**src/rtl/core/wfba_pkg.sv**
```systemverilog
// Package for the worst-fit block allocator: sizes, codes, control word and microcode ROM.
package wfba_pkg;

  localparam int MAX_BLOCKS = 16;
  localparam int SIZE_BITS  = 16;

  localparam int IDX_BITS = (MAX_BLOCKS > 1) ? $clog2(MAX_BLOCKS) : 1;
  localparam int CNT_BITS = $clog2(MAX_BLOCKS + 1);

  // Port widths fixed by the interface
  localparam int CMD_W    = 2;
  localparam int STATUS_W = 2;
  localparam int OUT_IDX_W = 4;
  localparam int IN_SIZE_W = 16;

  localparam logic [CMD_W-1:0] CMD_CLEAR  = 2'd0;
  localparam logic [CMD_W-1:0] CMD_APPEND = 2'd1;
  localparam logic [CMD_W-1:0] CMD_ALLOC  = 2'd2;

  localparam logic [STATUS_W-1:0] ST_DONE  = 2'd0;
  localparam logic [STATUS_W-1:0] ST_NOFIT = 2'd1;
  localparam logic [STATUS_W-1:0] ST_FULL  = 2'd2;

  localparam int UPC_BITS = 3;

  // Microprogram addresses
  localparam logic [UPC_BITS-1:0] UPC_IDLE     = 3'd0;
  localparam logic [UPC_BITS-1:0] UPC_DISPATCH = 3'd1;
  localparam logic [UPC_BITS-1:0] UPC_CLEAR    = 3'd2;
  localparam logic [UPC_BITS-1:0] UPC_APPEND   = 3'd3;
  localparam logic [UPC_BITS-1:0] UPC_SCAN     = 3'd4;
  localparam logic [UPC_BITS-1:0] UPC_ALLOC_WB = 3'd5;
  localparam logic [UPC_BITS-1:0] UPC_OTHER    = 3'd6;

  typedef enum logic [2:0] {
    DP_NONE,
    DP_LATCH,
    DP_SCAN_INIT,
    DP_CLEAR,
    DP_APPEND,
    DP_SCAN,
    DP_ALLOC_END,
    DP_EMIT_ZERO
  } dp_op_t;

  typedef enum logic [1:0] {
    SEQ_WAIT_START,  // hold until a request arrives, then fall through
    SEQ_DISPATCH,    // multiway branch on the latched command
    SEQ_LOOP_SCAN,   // stay at target while reads remain to issue
    SEQ_JUMP         // unconditional jump to target
  } seq_op_t;

  typedef struct packed {
    logic                busy;
    dp_op_t              dp;
    seq_op_t             seq;
    logic [UPC_BITS-1:0] target;
  } ucode_t;

  function automatic ucode_t ucode_rom(input logic [UPC_BITS-1:0] upc);
    ucode_t w;
    w = '{busy: 1'b1, dp: DP_NONE, seq: SEQ_JUMP, target: UPC_IDLE};
    unique case (upc)
      UPC_IDLE:     w = '{busy: 1'b0, dp: DP_LATCH,     seq: SEQ_WAIT_START, target: UPC_IDLE};
      UPC_DISPATCH: w = '{busy: 1'b1, dp: DP_SCAN_INIT, seq: SEQ_DISPATCH,   target: UPC_IDLE};
      UPC_CLEAR:    w = '{busy: 1'b1, dp: DP_CLEAR,     seq: SEQ_JUMP,       target: UPC_IDLE};
      UPC_APPEND:   w = '{busy: 1'b1, dp: DP_APPEND,    seq: SEQ_JUMP,       target: UPC_IDLE};
      UPC_SCAN:     w = '{busy: 1'b1, dp: DP_SCAN,      seq: SEQ_LOOP_SCAN,  target: UPC_SCAN};
      UPC_ALLOC_WB: w = '{busy: 1'b1, dp: DP_ALLOC_END, seq: SEQ_JUMP,       target: UPC_IDLE};
      UPC_OTHER:    w = '{busy: 1'b1, dp: DP_EMIT_ZERO, seq: SEQ_JUMP,       target: UPC_IDLE};
      default:      w = '{busy: 1'b1, dp: DP_NONE,      seq: SEQ_JUMP,       target: UPC_IDLE};
    endcase
    return w;
  endfunction

endpackage

```
**src/rtl/core/worst_fit_block_allocator.sv**
```systemverilog
// Worst-fit block allocator: microcoded sequencer over a free-size table.
//
// Usage: drive cmd and size_value with start high; the request is taken at a
// rising edge where start is high and busy is low. Commands: clear table,
// append one block size, allocate a request. Every request yields exactly one
// result on status, slot_index and size_left, marked by done for a single
// cycle. The receiver cannot stall; a result is valid only in its done cycle.
//
// Clear, append and the unused command pass through the dispatch step and
// then their own step. The allocate time is set by the scan: one table
// read and one compare per block through a single registered memory read
// port and the hit comparison, plus dispatch and write-back steps. busy
// drops in the cycle done is shown, so the next request can be taken
// there; a new request is not taken before the result of the last.
//
// Reset clears the step counter and the loaded-block count; the size table
// itself is not cleared and entries beyond the count are never compared.
module worst_fit_block_allocator (
  input  logic                           clk,
  input  logic                           rst,
  input  logic                           start,
  output logic                           busy,
  input  logic [wfba_pkg::CMD_W-1:0]     cmd,
  input  logic [wfba_pkg::IN_SIZE_W-1:0] size_value,
  output logic                           done,
  output logic [wfba_pkg::STATUS_W-1:0]  status,
  output logic [wfba_pkg::OUT_IDX_W-1:0] slot_index,
  output logic [wfba_pkg::IN_SIZE_W-1:0] size_left
);
  import wfba_pkg::*;

  logic [SIZE_BITS-1:0] free_sizes [MAX_BLOCKS];

  logic [UPC_BITS-1:0]  upc;
  logic [UPC_BITS-1:0]  upc_next;
  ucode_t               uw;

  logic [CMD_W-1:0]     cmd_r;
  logic [SIZE_BITS-1:0] val_r;
  logic [CNT_BITS-1:0]  blocks_loaded;
  logic [CNT_BITS-1:0]  scan_cnt;
  logic [SIZE_BITS-1:0] rd_data;
  logic [IDX_BITS-1:0]  rd_idx;
  logic                 rd_valid;
  logic [SIZE_BITS-1:0] best;
  logic [IDX_BITS-1:0]  pick;
  logic                 found;

  logic                 scan_more;
  logic                 table_full;
  logic                 hit;
  logic [SIZE_BITS-1:0] remain;
  logic                 mem_we;
  logic [IDX_BITS-1:0]  mem_waddr;
  logic [SIZE_BITS-1:0] mem_wdata;

  assign uw         = ucode_rom(upc);
  assign busy       = uw.busy;
  assign scan_more  = (scan_cnt < blocks_loaded);
  assign table_full = (blocks_loaded == CNT_BITS'(MAX_BLOCKS));
  assign hit        = rd_valid && (rd_data >= val_r) && (rd_data > best);
  assign remain     = best - val_r;

  // Sequencer
  always_comb begin
    upc_next = upc + UPC_BITS'(1);
    unique case (uw.seq)
      SEQ_WAIT_START: begin
        if (!start) upc_next = upc;
      end
      SEQ_DISPATCH: begin
        unique case (cmd_r)
          CMD_CLEAR:  upc_next = UPC_CLEAR;
          CMD_APPEND: upc_next = UPC_APPEND;
          CMD_ALLOC:  upc_next = UPC_SCAN;
          default:    upc_next = UPC_OTHER;
        endcase
      end
      SEQ_LOOP_SCAN: begin
        if (scan_more) upc_next = uw.target;
      end
      SEQ_JUMP: upc_next = uw.target;
      default:  upc_next = UPC_IDLE;
    endcase
  end

  // Single write port: append writes the next slot, allocate writes back the pick
  always_comb begin
    mem_we    = 1'b0;
    mem_waddr = pick;
    mem_wdata = remain;
    if (uw.dp == DP_APPEND && !table_full) begin
      mem_we    = 1'b1;
      mem_waddr = IDX_BITS'(blocks_loaded);
      mem_wdata = val_r;
    end else if (uw.dp == DP_ALLOC_END && found) begin
      mem_we    = 1'b1;
    end
  end

  always_ff @(posedge clk) begin
    if (mem_we) free_sizes[mem_waddr] <= mem_wdata;
    rd_data <= free_sizes[IDX_BITS'(scan_cnt)];
  end

  always_ff @(posedge clk) begin
    if (rst) begin
      upc           <= UPC_IDLE;
      blocks_loaded <= '0;
      done          <= 1'b0;
      rd_valid      <= 1'b0;
    end else begin
      upc  <= upc_next;
      done <= 1'b0;
      unique case (uw.dp)
        DP_LATCH: begin
          if (start) begin
            cmd_r <= cmd;
            val_r <= SIZE_BITS'(size_value);
          end
        end
        DP_SCAN_INIT: begin
          scan_cnt <= '0;
          best     <= '0;
          pick     <= '0;
          found    <= 1'b0;
          rd_valid <= 1'b0;
        end
        DP_CLEAR: begin
          blocks_loaded <= '0;
          done          <= 1'b1;
          status        <= ST_DONE;
          slot_index    <= '0;
          size_left     <= '0;
        end
        DP_APPEND: begin
          done <= 1'b1;
          if (table_full) begin
            status     <= ST_FULL;
            slot_index <= '0;
            size_left  <= '0;
          end else begin
            blocks_loaded <= blocks_loaded + CNT_BITS'(1);
            status        <= ST_DONE;
            slot_index    <= OUT_IDX_W'(blocks_loaded);
            size_left     <= IN_SIZE_W'(val_r);
          end
        end
        DP_SCAN: begin
          // read issued here is compared on the following step
          rd_valid <= scan_more;
          rd_idx   <= IDX_BITS'(scan_cnt);
          if (scan_more) scan_cnt <= scan_cnt + CNT_BITS'(1);
          if (hit) begin
            best  <= rd_data;
            pick  <= rd_idx;
            found <= 1'b1;
          end
        end
        DP_ALLOC_END: begin
          done     <= 1'b1;
          rd_valid <= 1'b0;
          if (found) begin
            status     <= ST_DONE;
            slot_index <= OUT_IDX_W'(pick);
            size_left  <= IN_SIZE_W'(remain);
          end else begin
            status     <= ST_NOFIT;
            slot_index <= '0;
            size_left  <= '0;
          end
        end
        DP_EMIT_ZERO: begin
          done       <= 1'b1;
          status     <= ST_DONE;
          slot_index <= '0;
          size_left  <= '0;
        end
        default: ;
      endcase
    end
  end

  a_count_bounded: assert property (@(posedge clk) disable iff (rst)
    blocks_loaded <= CNT_BITS'(MAX_BLOCKS))
    else $error("loaded block count beyond capacity");

  a_accept_goes_busy: assert property (@(posedge clk) disable iff (rst)
    start && !busy |=> busy)
    else $error("request accepted but sequencer did not leave idle");

  a_done_after_busy: assert property (@(posedge clk) disable iff (rst)
    done |-> $past(busy))
    else $error("result strobe without a request in progress");

  a_full_only_when_full: assert property (@(posedge clk) disable iff (rst)
    done && status == ST_FULL |-> table_full)
    else $error("full status reported with free slots");

  a_scan_leaves_idle_count: assert property (@(posedge clk) disable iff (rst)
    upc == UPC_ALLOC_WB |-> !scan_more && !rd_valid)
    else $error("write-back step reached with scan unfinished");

endmodule

```
**config.mk**
```make
export PLATFORM = sky130hd
export DESIGN_NAME = worst_fit_block_allocator
export DESIGN_NICKNAME = d
export VERILOG_FILES = /design/src/rtl/core/wfba_pkg.sv /design/src/rtl/core/worst_fit_block_allocator.sv
export SDC_FILE = /design/constraint.sdc
export NUM_CORES = 1
export LEC_CHECK = 0
export ABC_AREA = 1
export BUFFER_PORTS_ARGS = -buffer_cell sky130_fd_sc_hd__buf_2
export CAP_MARGIN = 20
export CORE_ASPECT_RATIO = 2
export CORE_MARGIN = 8
export CORE_UTILIZATION = 65
export CTS_CLUSTER_DIAMETER = 60
export DETAILED_ROUTE_END_ITERATION = 8
export PLACE_DENSITY = 0.83
export SYNTH_ARGS = -nofsm -noshare
export SYNTH_HDL_FRONTEND = slang
export SYNTH_SLANG_ARGS = --single-unit
```
**constraint.sdc**
```tcl
create_clock -name clk -period 5.7 [get_ports clk]
set_input_delay 0.285 -clock clk [delete_from_list [all_inputs] [get_ports clk]]
set_output_delay 0.285 -clock clk [all_outputs]
set_load 0.1 [all_outputs]
```
==> flow_summary.yaml <==
layout:
  syn_to_final_growth_pct: 11.8
  final_nets: 1524
  layout_common_cells: "326 x edfxtp_1, 238 x nand2_1, 152 x nor2_1, 113 x o21ai_0, 107 x inv_1"
  final_common_cell: "edfxtp_1"
  diodes: 0
  final_cell_area_sq_um: 17300
  drive_gt1_share_pct: 10.4
drt:
  wl_met1_mm: 14.9
  dr.first_iter.drc_count: 1375
  first_pass_iters: 5
  vias: 10900
  top_layer: "met4"
  wl_met2_mm: 20.7
  dr_wl_met3_mm: 3.64
  wirelength_mm: 41.0
  viasPerCell: 6.26
  wire_per_inst_um: 23.4
  route.detailed.drc: 0
  drtAntennaViolNets: 0
power:
  p_per_area_nw_per_um2: 499
  leakage_nw: 6.60
  power_frac_seq_pct: 42.4
  swShare_pct: 37.4
  p_int_mw: 5.42
  combPwrFrac_pct: 32.9
  clkPwrFrac_pct: 24.7
  ir_worst_vdd_mv: 0.379
  p_sw_mw: 3.23
critical_path:
  start_kind: "flip-flop"
  arrival_ns: 3.68
  critical_path_class: "reg2reg"
  reg2reg_setup_slack_ns: 2.31
  cp-endpoint: "free_sizes[0][7]"
  cp.required_ns: 5.99
  critPathMaxFanout: 26
  endpoint_kind: "flip-flop"
  slowest_stage: "nor2_1"
  r2r-start: "upc[0]"
  reg2regPathDepth: 12
  cpPeakStageDelay_ns: 0.72
  crit_chain: "inv_1 -> ha_1 -> nor2_1 -> nand2_1 -> nand2_4 -> nor2_4 -> nand2_4 -> inv_4 -> o21ai_2 -> nand2_2 -> nor2_1 -> buf_6"
  crit_start: "upc[0]"
  timing.rr.end: "free_sizes[0][7]"
placement:
  place_area_sq_um: 16100
  portBuffers: 44
  gp_congestion: 0.995
  hpwl_mm: 27.7
clock_tree:
  cts_tree: "yes"
  cts_buffers: 29
  cts.path.max_buffers: 3
  clkSinkCount: 352
  clock_latency_ns: 0.59
  cts_resized: 0
  cts_root_buf: "clkbuf_16"
  clk_pin_slew_worst_paths_ns: 0.07
  htreeDepth: 1
run:
  cap_violations: 0
timing:
  setup_tns_ns: 0
  fin_worst_skew_ns: 0.0185
  slew_headroom_pct: 29.2
  rsz0062_at_grt: "false"
  finalHoldViolations: 0
  fin_crit_sh_pct: 59.5
  max_freq_mhz: 295
  slew_viol_final: 0
  min_period_ns: 3.39
  tightest_slew_ns: 1.06
  finalSetupViolCount: 0
status:
  status: "finished, final reports clean"
yosys:
  synth_top_flop_cell: "edfxtp_1"
  ys_ff_latch: 352
  yosysSeqAreaShare_pct: 66.5
  avgSynthCellArea_sq_um: 11.4
  synth_area_sq_um: 15500
  synth-edff-count: 326
  synth_top_cell_by_area: "edfxtp_1"
  syn-num-nets: 1448
  synth_area_leaders: "edfxtp_1 63%, nand2_1 5.8%, ha_1 4.9%"
  yosys_warnings: 0
  syn-instance-count: 1365
  synth_cell_types: 39
  synthArstFlopShare_pct: 0
  synth_top_area_share_pct: 63.2
global_route:
  grt_pass1_vias: 10700
  antenna_found_initial: 0
  grt_pass1_wl_mm: 62.2
  overflow: 0
  grt_max_degree: 82
  grt_usage_pct: 28.1
floorplanning:
  die_h_um: 234
  fp.dieArea_sq_um: 29300
  die_w_um: 125
  core_area_sq_um: 23600
  start_util_pct: 65.6
  rows: 80
  io_pins: 45
worst_hold_path:
  hold_path.class: "in2reg"
## cell families after synthesis
logic type               share of synthesized area, %
flip-flops                                       66.5
adder cells (fa/ha/maj)                          5.05
AO/OA/AOI/OAI                                    9.90
XOR/XNOR                                        0.508
buffers and inverters                            4.37
AND/OR/NAND/NOR                                  13.7
## per-stage QoR
stage | setup WS (ns) | cells | hold slack [ns] | utilization [%] | power [mW]
after floorplan | 2.38 | 1365 | 0.384 | - | 5.45
after global placement | 2.25 | 1674 | 0.439 | 68.1 | 6.40
after detailed placement | 2.14 | 1677 | 0.444 | 68.3 | 6.49
after CTS | 2.07 | 1747 | 0.0449 | 73.3 | 8.61
after global routing | 2.10 | 1749 | 0.0673 | 73.4 | 9.01
final | 2.31 | 1749 | 0.0696 | 73.4 | 8.65
## synth_stat cells (3+ instances only)
library cell and count:
inv_2 5, o21ai_1 11, o221a_2 4, nand3b_1 7, nand2_4 3, edfxtp_1 326, inv_1 108, nand3_1 71
xor2_1 5, ha_1 61, o21ai_0 113, nand4_1 14, a221oi_1 18, dfxtp_1 26, a21oi_1 75, o21bai_1 6
nor2_1 152, o221ai_1 9, nand2_2 7, nor3_1 7, clkbuf_1 31, o22ai_1 25, xnor2_1 4, nand2_1 238
buf_2 20
## sequential cells by signal, summed over array words and instances (netlist names), 3 cells and up
register       flops
rd_idx             4
upc                3
rd_data           16
slot_index         4
scan_cnt           5
blocks_loaded      5
free_sizes       256
size_left         16
pick               4
val_r             16
best              16
## routing by layer
layer	global-route usage [%]	vias up
met5	0	-
met4	13.5	0
met3	4.19	110
met2	48.7	646
met1	33.9	5213
li1	-	4977
## final cells by class
cell class / instances / area [sq um]
inverters: 115 / 435
fillers: 1539 / 6290
multi-input cells: 844 / 4530
clock buffers: 36 / 752
repair buffers: 99 / 701
flip-flops and latches: 352 / 10300
clock inverters: 16 / 251
well taps: 287 / 359
## worst min path at each step
| stage | slack [ns] | startpoint | endpoint | cells after the start |
|---|---|---|---|---|
| 6_report | 0.07 | rst | blocks_loaded[0] | 2 |
| 2_1_floorplan | 0.38 | cmd[0] | cmd_r[0] | 0 |
| 5_1_grt | 0.07 | rst | blocks_loaded[4] | 2 |
| 4_1_cts | 0.04 | rst | blocks_loaded[0] | 2 |
| 3_5_place_dp | 0.44 | scan_cnt[3] | rd_idx[3] | 0 |
| 3_3_place_gp | 0.44 | scan_cnt[3] | rd_idx[3] | 0 |
## power by group through the flow
stage	clock, mW	sequential [mW]	combinational (mW)
6_report	2.14	3.67	2.84
5_1_grt	2.23	3.68	3.09
4_1_cts	2.15	3.67	2.80
3_5_place_dp	0	3.72	2.77
3_3_place_gp	0	3.72	2.68
2_1_floorplan	0	3.81	1.64
## critical path, delay by kind of cell (launching register included)
| family | cells | cell delay (ns) |
|---|---|---|
| AO/OA/AOI/OAI | 1 | 0.24 |
| adder cells (fa/ha/maj) | 1 | 0.28 |
| buffers and inverters | 3 | 0.55 |
| flip-flops | 1 | 0.47 |
| AND/OR/NAND/NOR | 7 | 1.56 |
## repair_timing
| action | 4_1_cts | 5_1_grt |
|---|---|---|
| hold buffers | 18 | 0 |
| setup endpoints to repair | 0 | 0 |
| buffers inserted | 0 | 0 |
| hold endpoints to repair | 18 | 0 |
Power figures use the tool's default switching activity.
